==> src/hdl/ztsd_pkg.sv <==
package ztsd_pkg;

  localparam int unsigned KEY_W    = 32;
  localparam int unsigned COUNT_W  = 4;
  localparam int unsigned ADDR_W   = 3;
  localparam int unsigned DATA_W   = 32;

  localparam logic [KEY_W-1:0] KEY_A_INIT = 32'h1234_5678;
  localparam logic [KEY_W-1:0] KEY_B_INIT = 32'h2345_6789;
  localparam logic [KEY_W-1:0] KEY_C_INIT = 32'h3456_7890;
  localparam logic [KEY_W-1:0] LCG_MULT   = 32'd134775813;
  localparam logic [KEY_W-1:0] CRC_POLY   = 32'hEDB8_8320;

  // command codes
  localparam logic [1:0] CMD_RESTART = 2'd0;
  localparam logic [1:0] CMD_ABSORB  = 2'd1;
  localparam logic [1:0] CMD_DECRYPT = 2'd2;

  // register indexes
  localparam logic REG_CHECK_VALUE = 1'b0;

  // step strobes from the sequencer to the key datapath
  typedef struct packed {
    logic load_init;
    logic ks_step;
    logic crca_step;
    logic mul_step;
    logic crcb_step;
    logic use_plain;
  } ctrl_t;

  // one finished result from the sequencer
  typedef struct packed {
    logic emit;
    logic done;
    logic match;
  } res_t;

  // one byte of crc-32, bit at a time
  function automatic logic [KEY_W-1:0] crc_step(input logic [KEY_W-1:0] crc,
                                               input logic [7:0] data);
    logic [KEY_W-1:0] r;
    r = {24'd0, crc[7:0] ^ data};
    for (int i = 0; i < 8; i++) begin
      r = r[0] ? ((r >> 1) ^ CRC_POLY) : (r >> 1);
    end
    return r ^ (crc >> 8);
  endfunction

endpackage

==> src/hdl/ztsd_stream_if.sv <==
interface ztsd_in_if;
  logic       valid;
  logic       ready;
  logic [1:0] cmd;
  logic [7:0] data_byte;

  modport source (output valid, output cmd, output data_byte, input ready);
  modport sink   (input valid, input cmd, input data_byte, output ready);
endinterface

interface ztsd_out_if;
  logic       valid;
  logic       ready;
  logic [7:0] plain_byte;
  logic       header_done;
  logic       header_match;

  modport source (output valid, output plain_byte, output header_done,
                  output header_match, input ready);
  modport sink   (input valid, input plain_byte, input header_done,
                  input header_match, output ready);
endinterface

==> src/hdl/ztsd_keys.sv <==
module ztsd_keys (
  input  logic                clk,
  input  logic                rst,
  input  ztsd_pkg::ctrl_t     ctl,
  input  logic [7:0]          byte_q,
  output logic [7:0]          plain
);

  logic [ztsd_pkg::KEY_W-1:0]   key_a;
  logic [ztsd_pkg::KEY_W-1:0]   key_lcg;
  logic [ztsd_pkg::KEY_W-1:0]   key_b;
  logic [ztsd_pkg::KEY_W-1:0]   prod;
  logic [7:0]                   plain_q;

  logic [15:0]                  t;
  logic [ztsd_pkg::KEY_W-1:0]   mul_a;
  logic [ztsd_pkg::KEY_W-1:0]   mul_b;
  logic [2*ztsd_pkg::KEY_W-1:0] mul_full;
  logic [7:0]                   plain_now;
  logic [7:0]                   crca_in;
  logic [ztsd_pkg::KEY_W-1:0]   lcg_new;

  always_comb begin
    t         = key_b[15:0] | 16'h0002;
    plain_now = byte_q ^ prod[15:8];
    crca_in   = ctl.use_plain ? plain_now : byte_q;
    lcg_new   = prod + 32'd1;
    // shared multiplier: keystream product t * (t ^ 1) or lcg update
    if (ctl.mul_step) begin
      mul_a = key_lcg + {24'd0, key_a[7:0]};
      mul_b = ztsd_pkg::LCG_MULT;
    end else begin
      mul_a = {16'd0, t};
      mul_b = {16'd0, t ^ 16'h0001};
    end
    mul_full = mul_a * mul_b;
  end

  always_ff @(posedge clk) begin
    if (rst || ctl.load_init) begin
      key_a   <= ztsd_pkg::KEY_A_INIT;
      key_lcg <= ztsd_pkg::KEY_B_INIT;
      key_b   <= ztsd_pkg::KEY_C_INIT;
    end else begin
      if (ctl.crca_step) begin
        key_a <= ztsd_pkg::crc_step(key_a, crca_in);
      end
      if (ctl.crcb_step) begin
        key_lcg <= lcg_new;
        key_b   <= ztsd_pkg::crc_step(key_b, lcg_new[31:24]);
      end
    end
  end

  always_ff @(posedge clk) begin
    if (ctl.ks_step || ctl.mul_step) begin
      prod <= mul_full[ztsd_pkg::KEY_W-1:0];
    end
    if (ctl.crca_step && ctl.use_plain) begin
      plain_q <= plain_now;
    end
  end

  assign plain = plain_q;

endmodule

==> src/hdl/ztsd_ctrl.sv <==
module ztsd_ctrl #(
  parameter int HEADER_BYTES = 12
) (
  input  logic             clk,
  input  logic             rst,
  input  logic             in_valid,
  input  logic [1:0]       in_cmd,
  output logic             in_ready,
  input  logic             out_busy,
  input  logic [7:0]       plain,
  input  logic [7:0]       check_value,
  output ztsd_pkg::ctrl_t  ctl,
  output ztsd_pkg::res_t   res
);

  localparam logic [2:0] ST_IDLE = 3'd0;
  localparam logic [2:0] ST_KS   = 3'd1;
  localparam logic [2:0] ST_CRCA = 3'd2;
  localparam logic [2:0] ST_MUL  = 3'd3;
  localparam logic [2:0] ST_CRCB = 3'd4;

  localparam logic [ztsd_pkg::COUNT_W-1:0] HB = ztsd_pkg::COUNT_W'(HEADER_BYTES);

  logic [2:0]                     state;
  logic [2:0]                     state_next;
  logic                           dec;
  logic                           dec_next;
  logic [ztsd_pkg::COUNT_W-1:0]   count;
  logic [ztsd_pkg::COUNT_W-1:0]   count_next;
  logic [ztsd_pkg::COUNT_W-1:0]   count_inc;

  assign in_ready  = (state == ST_IDLE);
  assign count_inc = count + 1'b1;

  always_comb begin
    state_next = state;
    dec_next   = dec;
    count_next = count;
    ctl        = '0;
    res        = '0;
    unique case (state)
      ST_IDLE: begin
        if (in_valid) begin
          unique case (in_cmd)
            ztsd_pkg::CMD_RESTART: begin
              ctl.load_init = 1'b1;
              count_next    = '0;
            end
            ztsd_pkg::CMD_ABSORB: begin
              dec_next   = 1'b0;
              state_next = ST_CRCA;
            end
            ztsd_pkg::CMD_DECRYPT: begin
              dec_next   = 1'b1;
              state_next = ST_KS;
            end
            default: begin
            end
          endcase
        end
      end
      ST_KS: begin
        ctl.ks_step = 1'b1;
        state_next  = ST_CRCA;
      end
      ST_CRCA: begin
        ctl.crca_step = 1'b1;
        ctl.use_plain = dec;
        state_next    = ST_MUL;
      end
      ST_MUL: begin
        ctl.mul_step = 1'b1;
        state_next   = ST_CRCB;
      end
      ST_CRCB: begin
        if (!(dec && out_busy)) begin
          ctl.crcb_step = 1'b1;
          state_next    = ST_IDLE;
          if (dec) begin
            res.emit = 1'b1;
            if (count < HB) begin
              count_next = count_inc;
              res.done   = (count_inc == HB);
              res.match  = (count_inc == HB) && (plain == check_value);
            end
          end
        end
      end
      default: begin
        state_next = ST_IDLE;
      end
    endcase
  end

  always_ff @(posedge clk) begin
    if (rst) begin
      state <= ST_IDLE;
      dec   <= 1'b0;
      count <= '0;
    end else begin
      state <= state_next;
      dec   <= dec_next;
      count <= count_next;
    end
  end

endmodule

==> src/hdl/zip_traditional_stream_decrypt_top.sv <==
// a decrypt passes states ks, crca, mul and crcb, then its result is registered;
// an absorb passes crca, mul and crcb to update the keys; a restart acts at once,
// one restart per cycle; a new decrypt or absorb is taken only back in idle, as the
// single shared multiplier and two crc steps work through the key update in turn
// reset (rst, synchronous): keys load their initial constants, header count and
// check_value clear, no result pending
module zip_traditional_stream_decrypt_top #(
  parameter int HEADER_BYTES = 12
) (
  input  logic                          clk,
  input  logic                          rst,
  ztsd_in_if.sink                       in_ch,
  ztsd_out_if.source                    out_ch,
  input  logic                          psel,
  input  logic                          penable,
  input  logic                          pwrite,
  input  logic [ztsd_pkg::ADDR_W-1:0]   paddr,
  input  logic [ztsd_pkg::DATA_W-1:0]   pwdata,
  output logic [ztsd_pkg::DATA_W-1:0]   prdata,
  output logic                          pready
);

  ztsd_pkg::ctrl_t ctl;
  ztsd_pkg::res_t  res;

  logic [7:0] check_value;
  logic [7:0] byte_q;
  logic [7:0] plain;
  logic       out_valid;
  logic [7:0] out_plain;
  logic       out_done;
  logic       out_match;
  logic       out_busy;
  logic       reg_idx;
  logic       in_xact;

  // apb register file: a single check byte, selected whenever paddr[2] is 0
  assign pready  = 1'b1;
  assign reg_idx = paddr[2];

  always_comb begin
    prdata = '0;
    if (reg_idx == ztsd_pkg::REG_CHECK_VALUE) begin
      prdata = {24'd0, check_value};
    end
  end

  always_ff @(posedge clk) begin
    if (rst) begin
      check_value <= '0;
    end else if (psel && penable && pwrite && pready
                 && reg_idx == ztsd_pkg::REG_CHECK_VALUE) begin
      check_value <= pwdata[7:0];
    end
  end

  // capture the byte of each accepted transaction for the key steps
  assign in_xact = in_ch.valid && in_ch.ready;

  always_ff @(posedge clk) begin
    if (in_xact) begin
      byte_q <= in_ch.data_byte;
    end
  end

  // the sequencer holds a decrypt in its last step while the output slot is still full
  assign out_busy = out_valid && !out_ch.ready;

  ztsd_ctrl #(
    .HEADER_BYTES (HEADER_BYTES)
  ) u_ctrl (
    .clk         (clk),
    .rst         (rst),
    .in_valid    (in_ch.valid),
    .in_cmd      (in_ch.cmd),
    .in_ready    (in_ch.ready),
    .out_busy    (out_busy),
    .plain       (plain),
    .check_value (check_value),
    .ctl         (ctl),
    .res         (res)
  );

  ztsd_keys u_keys (
    .clk    (clk),
    .rst    (rst),
    .ctl    (ctl),
    .byte_q (byte_q),
    .plain  (plain)
  );

  // output register: parts the result from the next accepted transaction
  always_ff @(posedge clk) begin
    if (rst) begin
      out_valid <= 1'b0;
    end else if (res.emit) begin
      out_valid <= 1'b1;
    end else if (out_ch.ready) begin
      out_valid <= 1'b0;
    end
  end

  always_ff @(posedge clk) begin
    if (res.emit) begin
      out_plain <= plain;
      out_done  <= res.done;
      out_match <= res.match;
    end
  end

  assign out_ch.valid        = out_valid;
  assign out_ch.plain_byte   = out_plain;
  assign out_ch.header_done  = out_done;
  assign out_ch.header_match = out_match;

endmodule
==> src/flat_wrapper.sv <==
// flat-port wrapper written by rule: the top's interface ports become plain ports
module zip_traditional_stream_decrypt_top_flat 
#(
  parameter int HEADER_BYTES = 12
)
  (clk, rst, psel, penable, pwrite, paddr, pwdata, prdata, pready, in_ch_valid, in_ch_cmd, in_ch_data_byte, in_ch_ready, out_ch_valid, out_ch_plain_byte, out_ch_header_done, out_ch_header_match, out_ch_ready);
  ztsd_in_if in_ch_i ();
  ztsd_out_if out_ch_i ();
  input  logic clk;
  input  logic rst;
  input  logic psel;
  input  logic penable;
  input  logic pwrite;
  input  logic [ztsd_pkg::ADDR_W-1:0] paddr;
  input  logic [ztsd_pkg::DATA_W-1:0] pwdata;
  output logic [ztsd_pkg::DATA_W-1:0] prdata;
  output logic pready;
  input wire logic [$bits(in_ch_i.valid)-1:0] in_ch_valid;
  input wire logic [$bits(in_ch_i.cmd)-1:0] in_ch_cmd;
  input wire logic [$bits(in_ch_i.data_byte)-1:0] in_ch_data_byte;
  output wire logic [$bits(in_ch_i.ready)-1:0] in_ch_ready;
  output wire logic [$bits(out_ch_i.valid)-1:0] out_ch_valid;
  output wire logic [$bits(out_ch_i.plain_byte)-1:0] out_ch_plain_byte;
  output wire logic [$bits(out_ch_i.header_done)-1:0] out_ch_header_done;
  output wire logic [$bits(out_ch_i.header_match)-1:0] out_ch_header_match;
  input wire logic [$bits(out_ch_i.ready)-1:0] out_ch_ready;
  assign in_ch_i.valid = in_ch_valid;
  assign in_ch_i.cmd = in_ch_cmd;
  assign in_ch_i.data_byte = in_ch_data_byte;
  assign in_ch_ready = in_ch_i.ready;
  assign out_ch_valid = out_ch_i.valid;
  assign out_ch_plain_byte = out_ch_i.plain_byte;
  assign out_ch_header_done = out_ch_i.header_done;
  assign out_ch_header_match = out_ch_i.header_match;
  assign out_ch_i.ready = out_ch_ready;
  zip_traditional_stream_decrypt_top #(.HEADER_BYTES(HEADER_BYTES)) u_core (.clk(clk), .rst(rst), .in_ch(in_ch_i), .out_ch(out_ch_i), .psel(psel), .penable(penable), .pwrite(pwrite), .paddr(paddr), .pwdata(pwdata), .prdata(prdata), .pready(pready));
endmodule
==> config.mk <==
export PLATFORM = sky130hd
export DESIGN_NAME = zip_traditional_stream_decrypt_top_flat
export DESIGN_NICKNAME = d
export VERILOG_FILES = /design/src/hdl/ztsd_pkg.sv /design/src/hdl/ztsd_stream_if.sv /design/src/hdl/ztsd_keys.sv /design/src/hdl/ztsd_ctrl.sv /design/src/hdl/zip_traditional_stream_decrypt_top.sv /design/src/flat_wrapper.sv
export SDC_FILE = /design/constraint.sdc
export NUM_CORES = 1
export LEC_CHECK = 0
export ABC_AREA = 1
export CORE_ASPECT_RATIO = 0.9
export CORE_UTILIZATION = 45
export CTS_CLUSTER_SIZE = 16
export DETAILED_ROUTE_END_ITERATION = 7
export DONT_BUFFER_PORTS = 1
export PLACE_DENSITY = 0.57
export SLEW_MARGIN = 5
export SYNTH_ARGS = -nofsm -noshare
export SYNTH_HDL_FRONTEND = slang
export SYNTH_HIERARCHICAL = 1
export SYNTH_SLANG_ARGS = --single-unit
==> constraint.sdc <==
create_clock -name clk -period 15.7 [get_ports clk]
set_input_delay 0 -clock clk [delete_from_list [all_inputs] [get_ports clk]]
set_output_delay 0 -clock clk [all_outputs]
set_load 0.01 [all_outputs]
==> results of run 1 <==
-- cells in the mapped netlist (all sizes together) --
cell     number
o211ai       11
xnor2        42
a21o          4
conb          4
o2111ai       2
o221a         1
nand3       119
o21a          1
xor2        118
nor4          3
nor3         27
nand3b        8
buf          35
a31oi         5
edfxtp       58
a211oi        1
and3          1
ha          128
inv         732
a31o          1
fa          317
dfxtp       113
o221ai        4
nor3b         2
and2          1
nor2        270
nand4         9
nand2       545
a21oi       135
clkbuf       45
or2          10
o21ai       110
clkinv        8
o21bai        6
-- worst max path at each step --
stage	to	cells past startpoint	slack [ns]	startpoint
after floorplan	u_core/u_keys/prod[27]$_DFFE_PP_	34	8.20	u_core/u_keys/key_a[0]$_SDFFE_PP0P_
after global placement	u_core/u_keys/prod[27]$_DFFE_PP_	30	6.48	u_core/u_ctrl/state[0]$_SDFFE_PP0P_
after detailed placement	u_core/u_keys/prod[27]$_DFFE_PP_	30	6.41	u_core/u_ctrl/state[0]$_SDFFE_PP0P_
after CTS	u_core/u_keys/prod[27]$_DFFE_PP_	30	6.38	u_core/u_ctrl/state[0]$_SDFFE_PP0P_
after global routing	u_core/u_keys/prod[27]$_DFFE_PP_	30	5.74	u_core/u_ctrl/state[0]$_SDFFE_PP0P_
final	u_core/u_keys/prod[27]$_DFFE_PP_	30	6.21	u_core/u_ctrl/state[0]$_SDFFE_PP0P_
-- worst min-delay path, stage by stage --
cell and delay (ns):
inv_1 0.05, nand3_1 0.07, nand2_1 0.08, inv_2 0.08, nand2_1 0.10, nor3_1 0.05
-- logic make-up (layout without fill, tap and decap cells) --
logic type / count (synthesis) / count (layout) / share of synthesized area
simple gates: 995 / 995 / 0.187
other cells: 4 / 112 / 0.000668
compound gates: 281 / 281 / 0.0679
flops: 171 / 171 / 0.178
fa+ha+maj: 445 / 445 / 0.354
xor+xnor: 160 / 160 / 0.0692
buf+inv: 820 / 831 / 0.143
-- repair_timing --
action / 4_1_cts / 5_1_grt
endpoints found under the setup margin: 0 / 0
buffers inserted: 0 / 0
hold endpoints to repair: 39 / 0
hold buffers: 39 / 0
-- area by class of cell --
class | instances | area, µm²
Fill cell | 4854 | 24800
Multi-Input combinational cell | 1993 | 15700
Sequential cell | 171 | 4000
Inverter | 740 | 2780
Tap cell | 671 | 840
Timing Repair Buffer | 59 | 541
Clock buffer | 17 | 425
Clock inverter | 15 | 186
-- stage by stage --
step	hold WS, ns	setup WS [ns]	util	cells
floorplan	0.0691	8.20	-	2984
global placement	0.0526	6.48	0.476	3595
detailed placement	0.0515	6.41	0.476	3595
CTS	0.0113	6.38	0.497	3666
global route	0.0528	5.74	0.497	3666
finish	0.0306	6.21	0.497	3666
-- power groups by stage --
stage | Sequential, mW | Combinational [mW] | Clock (mW)
CTS | 0.593 | 2.07 | 0.461
global placement | 0.603 | 2.03 | 0
finish | 0.593 | 2.10 | 0.454
floorplan | 0.591 | 1.54 | 0
global route | 0.595 | 2.37 | 0.480
detailed placement | 0.603 | 2.05 | 0
-- sequential cells by signal, summed over array words and instances (netlist names) --
signal                      flops
u_core/u_keys/plain             8
u_core/u_keys/key_b            32
u_core/out_ch.header_match      1
u_core/u_ctrl/state             3
u_core/u_keys/key_lcg          32
u_core/out_ch.header_done       1
u_core/out_ch.valid             1
u_core/check_value              8
u_core/u_ctrl/count             4
u_core/byte_q                   8
u_core/out_ch.plain_byte        8
u_core/u_keys/prod             32
u_core/u_keys/key_a            32
u_core/u_ctrl/dec               1
-- per-layer routing --
metal / share of wire / vias to the layer above / GRT usage / routed length [µm]
met4: 0.029 / 6 / 0.0830 / 1900
met3: 0.073 / 110 / 0.0454 / 4840
met2: 0.44 / 599 / 0.410 / 29100
met1: 0.45 / 8685 / 0.387 / 29900
li1: - / 8652 / - / -
met5: 0.00055 / - / 0 / 36
==> impl_metrics.py, run 1 <==
metrics = {
    "outcome": {
        "status": "complete, no violations",
    },
    "timing": {
        "setup-tns-final_ns": 0,
        "max_freq_ghz": 0.105,
        "period_minus_slack_ns": 9.49,
        "drv_slew": 0,
        "tightest_slew_ns": 1.02,
        "setup_viol_count_final": 0,
        "maxSlewHeadroom": 0.319,
        "hold_viol": 0,
        "fin_skew_ns": 0.0122,
        "post-route-period-util": 0.605,
        "rsz0062_at_grt": "no",
    },
    "worst_setup_path": {
        "critPathTopFamily": "adder cells",
        "critPathMostFrequentCell": "inv_1",
        "worstPathRequired_ns": 15.90,
        "path_buf_inv": 9,
        "r2r_setup_slack_ns": 6.21,
        "cp_max_fo": 42,
        "critPathArrivalTime_ns": 9.69,
        "slowest_delay_ns": 0.81,
        "critical_path_class": "reg -> reg",
        "endpoint_kind": "flip-flop",
        "r2r_start": "u_core/u_ctrl/state[0]$_SDFFE_PP0P_",
        "rr_endpoint": "u_core/u_keys/prod[27]$_DFFE_PP_",
        "worst-r2r-cell-count": 30,
        "start_kind": "flip-flop",
        "cpMaxStageDelayCell": "a21oi_1",
    },
    "synthesis": {
        "synth_area_leader_cell": "fa_1",
        "synth_cell_type_count": 55,
        "synth_cells": 2876,
        "ys_ff_latch": 171,
        "synth.cell_area_mm2": 0.0225,
        "ys_seq_area_frac": 0.178,
        "syn_area_per_cell_um2": 7.81,
        "yosysWarnings": 6,
        "synth_area_leaders": "fa_1 (28%), inv_1 (12%), dfxtp_1 (10%)",
        "synth_top_area_frac": 0.283,
    },
    "route": {
        "vias": 18100,
        "vias_per_cell": 4.92,
        "drt_iter0_drc": 1410,
        "wl_um": 65800,
        "drc_errors": 0,
        "wire_per_inst_um": 18.0,
        "firstDrtPassIters": 5,
        "final_antenna_net_count": 0,
    },
    "job": {
        "drv_cap": 0,
    },
    "placed_design": {
        "postPlaceCellArea_mm2": 0.0235,
        "dpl.hpwl_um": 53500,
        "port_buffers": 0,
        "place.gp.congestion": 0.958,
    },
    "finish": {
        "syn_to_final_growth_pct": 8.91,
        "layout_commonest_cell": "inv_1",
        "nNetsFinal": 3479,
        "num_antenna_cells": 0,
        "final_cell_mix": "inv_1 (725), nand2_1 (522), fa_1 (317)",
        "stdcell_area_mm2": 0.0245,
        "drive_above_1_share": 0.0451,
    },
    "floorplanning": {
        "die-area_mm2": 0.0508,
        "die_w_um": 237,
        "ios": 97,
        "num_rows": 77,
        "start_util": 0.456,
        "die_h_um": 214,
        "fp.coreArea_mm2": 0.0492,
    },
    "power": {
        "power.total_mw": 3.15,
        "seq_power_share": 0.188,
        "ir_drop_mv": 0.195,
        "leakage_nw": 12.8,
        "power.switching_mw": 1.56,
        "combPwrFrac": 0.668,
        "p_int_mw": 1.59,
        "power_density_mw_per_mm2": 129,
        "pwr-share-clk": 0.144,
        "p_sw_frac": 0.496,
    },
    "cts": {
        "cts.sinks": 171,
        "numCtsBuffers": 17,
        "cts_max_level": 4,
        "cts.path.max_buffers": 2,
        "clkLatencyLatePin_ns": 0.45,
        "clk_pin_slew_ns": 0.07,
        "cts_root_buffer": "clkbuf_16",
        "cts_resized": 0,
        "cts_tree": "yes",
    },
    "global_routing": {
        "antenna_found_initial": 2,
        "grt_usage": 0.268,
        "grt_pass1_wl_um": 103000,
        "overflow": 0,
        "grt_pass1_vias": 18100,
        "grt_max_degree": 75,
    },
    "min_path": {
        "min_path_cells": 6,
        "hold_class": "in -> reg",
        "hold_end": "u_core/u_ctrl/state[1]$_SDFFE_PP0P_",
        "hp-start": "in_ch_valid",
    },
}
Note: power is estimated with default switching activity, not from simulation.
==> inputs of run 2 (changes only) <==
PLACE_DENSITY = 0.59   (was 0.57)
clock period = 8.34 ns   (was 15.7 ns; I/O delays follow)
==> impl_metrics.py, run 2 (same netlist as run 1, synthesis figures left out) <==
metrics = {
    "placed_design": {
        "place.gp.congestion": 0.993,
        "postPlaceCellArea_mm2": 0.0239,
        "port_buffers": 0,
        "preCtsSetupSlack_ns": -0.0334,
        "dpl.hpwl_um": 55400,
    },
    "power": {
        "power.total_mw": 5.98,
        "p_sw_frac": 0.492,
        "leakage_nw": 13.1,
        "pwr-share-clk": 0.137,
        "power_density_mw_per_mm2": 239,
        "seq_power_share": 0.186,
        "combPwrFrac": 0.677,
        "power.switching_mw": 2.94,
        "p_int_mw": 3.04,
        "ir_drop_mv": 0.282,
    },
    "cts": {
        "cts_root_buffer": "clkbuf_16",
        "cts.sinks": 171,
        "clkLatencyLatePin_ns": 0.46,
        "cts.path.max_buffers": 2,
        "clk_pin_slew_ns": 0.07,
        "cts_max_level": 4,
        "cts_tree": "yes",
        "numCtsBuffers": 17,
    },
    "timing": {
        "drv_slew": 0,
        "finalWorstSetupSlack_ns": 0.410,
        "rsz0062_at_grt": "yes",
        "setup_viol_count_final": 0,
        "post-route-period-util": 0.951,
        "tightest_slew_ns": 1.32,
        "hold_viol": 0,
        "max_freq_ghz": 0.126,
        "fin_skew_ns": 0.0114,
        "timing.hold.ws_ns": 0.0390,
        "period_minus_slack_ns": 7.93,
        "maxSlewHeadroom": 0.115,
    },
    "global_routing": {
        "grt_usage": 0.274,
        "grt_max_degree": 75,
        "grt_pass1_wl_um": 106000,
        "overflow": 0,
        "grt_pass1_vias": 18400,
        "antenna_found_initial": 0,
    },
    "route": {
        "wl_um": 67100,
        "vias_per_cell": 4.94,
        "wire_per_inst_um": 18.0,
        "firstDrtPassIters": 6,
        "final_antenna_net_count": 0,
        "vias": 18400,
        "drt_iter0_drc": 1551,
        "drc_errors": 0,
    },
    "worst_setup_path": {
        "worstPathRequired_ns": 8.54,
        "critPathArrivalTime_ns": 8.13,
        "path_buf_inv": 5,
        "start_kind": "flip-flop",
        "critPathTopFamily": "adder cells",
        "slowest_delay_ns": 0.56,
        "endpoint_kind": "flip-flop",
        "critical_path_class": "reg -> reg",
        "cpMaxStageDelayCell": "fa_1",
        "cp_max_fo": 6,
        "critPathMostFrequentCell": "fa_1",
    },
    "job": {
        "drv_cap": 0,
    },
    "min_path": {
        "hold_class": "in -> reg",
    },
    "finish": {
        "drive_above_1_share": 0.0680,
        "stdcell_area_mm2": 0.0250,
        "num_antenna_cells": 0,
        "nNetsFinal": 3542,
        "syn_to_final_growth_pct": 11.2,
        "final_cell_mix": "inv_1 (723), nand2_1 (522), fa_1 (317)",
        "layout_commonest_cell": "inv_1",
    },
    "floorplanning": {
        "ios": 97,
        "fp.coreArea_mm2": 0.0492,
        "die-area_mm2": 0.0508,
        "start_util": 0.456,
        "num_rows": 77,
        "die_w_um": 237,
        "die_h_um": 214,
    },
    "outcome": {
        "status": "complete, no violations",
    },
}
-- run 2: power groups by stage --
stage	Sequential, mW	Clock, mW	Combinational [mW]
final	1.11	0.817	4.05
after global routing	1.12	0.866	4.53
after CTS	1.11	0.827	3.94
after detailed placement	1.13	0	3.90
after global placement	1.13	0	3.86
after floorplan	1.11	0	2.89
-- run 2: stage by stage --
step | utilization | setup TNS, ns | cells
detailed placement | 0.486 | -0.0334 | 3654
global route | 0.507 | -0.0223 | 3729
floorplan | - | 0 | 2984
global placement | 0.486 | 0 | 3654
finish | 0.507 | 0 | 3729
CTS | 0.506 | 0 | 3725
-- run 2: per-layer routing --
metal	global-route usage	vias up	wire length, µm
li1	-	8767	-
met3	0.0397	79	4450
met5	0.000947	-	0
met1	0.401	9028	30900
met2	0.430	548	30500
met4	0.0546	0	1220
-- run 2: worst paths after layout --
path	slack, ns	to	start	cells past startpoint
worst max-delay path	0.41	u_core/u_keys/prod[30]$_DFFE_PP_	u_core/u_keys/key_a[5]$_SDFFE_PP1P_	31
worst min register to register	0.49	u_core/u_keys/key_lcg[7]$_SDFFE_PP1P_	u_core/u_keys/key_lcg[7]$_SDFFE_PP1P_	2
worst max register to register	0.41	u_core/u_keys/prod[30]$_DFFE_PP_	u_core/u_keys/key_a[5]$_SDFFE_PP1P_	31
worst min-delay path	0.04	u_core/u_ctrl/count[3]$_SDFFE_PP0P_	in_ch_valid	6
-- run 2: area by class of cell --
type,count,area [µm²]
inverters,740,2780
clock buffers,17,425
fillers,4798,24300
clock inverters,15,160
well taps,671,840
multi-input cells,1993,15700
repair buffers,122,1030
flip-flops and latches,171,4010
-- run 2: what timing repair did --
action / in CTS / in global routing
resized for setup: 1 / 18
buffers inserted: 0 / 4
hold buffers: 39 / 0
endpoints found under the setup margin: 2 / 13
pin swaps: 0 / 1
hold endpoints to repair: 40 / 0
-- run 2: worst reg2reg max path, delay by kind of cell (launching register included) --
family	cells	cell delay (ns)
adder cells (fa/ha/maj)	9	4.35
XOR/XNOR	1	0.14
buffers and inverters	5	0.30
AO/OA/AOI/OAI	7	1.12
flip-flops	1	0.38
AND/OR/NAND/NOR	9	1.40
==> inputs of run 3 (changes only) <==
CTS_BUF_LIST = sky130_fd_sc_hd__clkbuf_4 sky130_fd_sc_hd__clkbuf_8   (was not set)
clock period = 6.77 ns   (was 8.34 ns; I/O delays follow)
==> impl_metrics.py, run 3 (same netlist as run 1, synthesis figures left out) <==
metrics = {
    "power": {
        "p_sw_frac": 0.479,
        "pwr-share-clk": 0.078,
        "combPwrFrac": 0.780,
        "power.switching_mw": 4.63,
        "p_int_mw": 5.04,
        "leakage_nw": 14.6,
        "power_density_mw_per_mm2": 342,
        "ir_drop_mv": 0.589,
        "seq_power_share": 0.142,
    },
    "finish": {
        "syn_to_final_growth_pct": 26.0,
        "layout_commonest_cell": "inv_1",
        "nNetsFinal": 3812,
        "final_cells": 4000,
        "final_cell_mix": "inv_1 (684), nand2_1 (470), buf_4 (325)",
        "drive_above_1_share": 0.218,
    },
    "timing": {
        "setup_viol_count_final": 20,
        "post-route-period-util": 1.10,
        "timing.hold.ws_ns": 0.0523,
        "fin_skew_ns": 0.0158,
        "finalWorstSetupSlack_ns": -0.669,
        "maxSlewHeadroom": 0.392,
        "max_freq_ghz": 0.134,
        "period_minus_slack_ns": 7.44,
        "drv_slew": 0,
        "rsz0062_at_grt": "yes",
        "tightest_slew_ns": 0.906,
        "hold_viol": 0,
    },
    "floorplanning": {
        "start_util": 0.456,
        "num_rows": 77,
        "die_h_um": 214,
        "fp.coreArea_mm2": 0.0492,
        "die_w_um": 237,
        "die-area_mm2": 0.0508,
        "ios": 97,
    },
    "cts": {
        "cts_tree": "yes",
        "cts_root_buffer": "clkbuf_8",
        "cts.path.max_buffers": 2,
        "numCtsBuffers": 17,
        "cts.sinks": 171,
        "clkLatencyLatePin_ns": 0.48,
        "clk_pin_slew_ns": 0.09,
        "cts_max_level": 4,
    },
    "worst_setup_path": {
        "cp-startpoint": "u_core/u_keys/key_a[0]$_SDFFE_PP0P_",
        "r2r_setup_slack_ns": -0.67,
        "critical_path_class": "reg -> reg",
        "start_kind": "flip-flop",
        "worstPathRequired_ns": 6.99,
        "r2r_start": "u_core/u_keys/key_a[0]$_SDFFE_PP0P_",
        "critPathMostFrequentCell": "fa_1",
        "cpMaxStageDelayCell": "fa_1",
        "critPathArrivalTime_ns": 7.66,
        "slowest_delay_ns": 0.54,
        "cp_max_fo": 8,
        "endpoint_kind": "flip-flop",
    },
    "min_path": {
        "hp-start": "paddr[2]",
        "hold_class": "in -> out",
    },
    "route": {
        "vias": 19800,
        "wl_um": 73200,
        "wire_per_inst_um": 18.3,
        "drc_errors": 0,
        "firstDrtPassIters": 6,
        "drt_iter0_drc": 1487,
        "final_antenna_net_count": 0,
        "vias_per_cell": 4.96,
    },
    "placed_design": {
        "port_buffers": 0,
        "place.gp.congestion": 0.985,
        "preCtsSetupSlack_ns": -1.02,
        "dp_cells": 3875,
        "dpl.hpwl_um": 60800,
    },
    "outcome": {
        "status": "finished, violations left",
        "failed_checks": "negative setup slack",
    },
    "global_routing": {
        "grt_max_degree": 75,
        "antenna_found_initial": 1,
        "overflow": 0,
        "grt_usage": 0.294,
        "grt_pass1_wl_um": 114000,
        "grt_pass1_vias": 19900,
    },
    "job": {
        "drv_cap": 0,
    },
}
run 3: stage by stage:
stage               cell area [µm²]  utilization  TNS, ns  power (mW)
global placement              25900        0.527   -14.67        7.24
finish                        28300        0.575    -8.22        9.67
CTS                           27600        0.561    -7.59        8.82
global route                  28300        0.575   -13.00        10.4
detailed placement            25900        0.527   -15.36        7.33
floorplan                     23200            -   -0.447        5.12
run 3: final timing paths:
kind | end | depth (start not counted)
max | u_core/u_keys/prod[24]$_DFFE_PP_ | 34
min reg2reg | u_core/u_keys/key_a[18]$_SDFFE_PP1P_ | 2
min | prdata[5] | 1
max reg2reg | u_core/u_keys/prod[24]$_DFFE_PP_ | 34
run 3: area by class of cell:
type                       count  area [µm²]
multi-input combinational   1993       17100
inverter                     740        2790
clock inverter                 6        60.1
tap                          671         840
fill                        4570       20900
clock buffer                  26         333
sequential                   171        4020
timing repair buffer         392        3200
antenna                        1        2.50
run 3: critical path, delay by kind of cell, from the launching register on:
family / cells / cell delay [ns]
xor gates and xnor gates: 1 / 0.20
adders and majority gates: 10 / 4.12
AOI/OAI and AO/OA: 4 / 0.71
and+or+nand+nor: 12 / 1.28
DFF: 1 / 0.37
buffers and inverters: 7 / 0.46
run 3: power by group through the flow:
stage,combinational (mW),sequential (mW),clock [mW]
floorplan,3.75,1.37,0
global placement,5.85,1.39,0
global route,8.23,1.38,0.806
CTS,6.69,1.37,0.762
detailed placement,5.94,1.39,0
finish,7.54,1.37,0.752
run 3: timing repair:
item | CTS | global route
setup buffers | 26 | 26
pin swaps | 73 | 111
hold endpoints to repair | 54 | 0
endpoints found under the setup margin | 23 | 22
hold buffers | 42 | 0
resized for setup | 157 | 137
run 3: per-layer routing:
metal,vias up,track usage,wire length [µm]
li1,9296,-,-
met1,9848,0.447,34200
met2,621,0.456,33000
met3,68,0.0266,4610
met4,0,0.0613,1380
met5,-,0,0
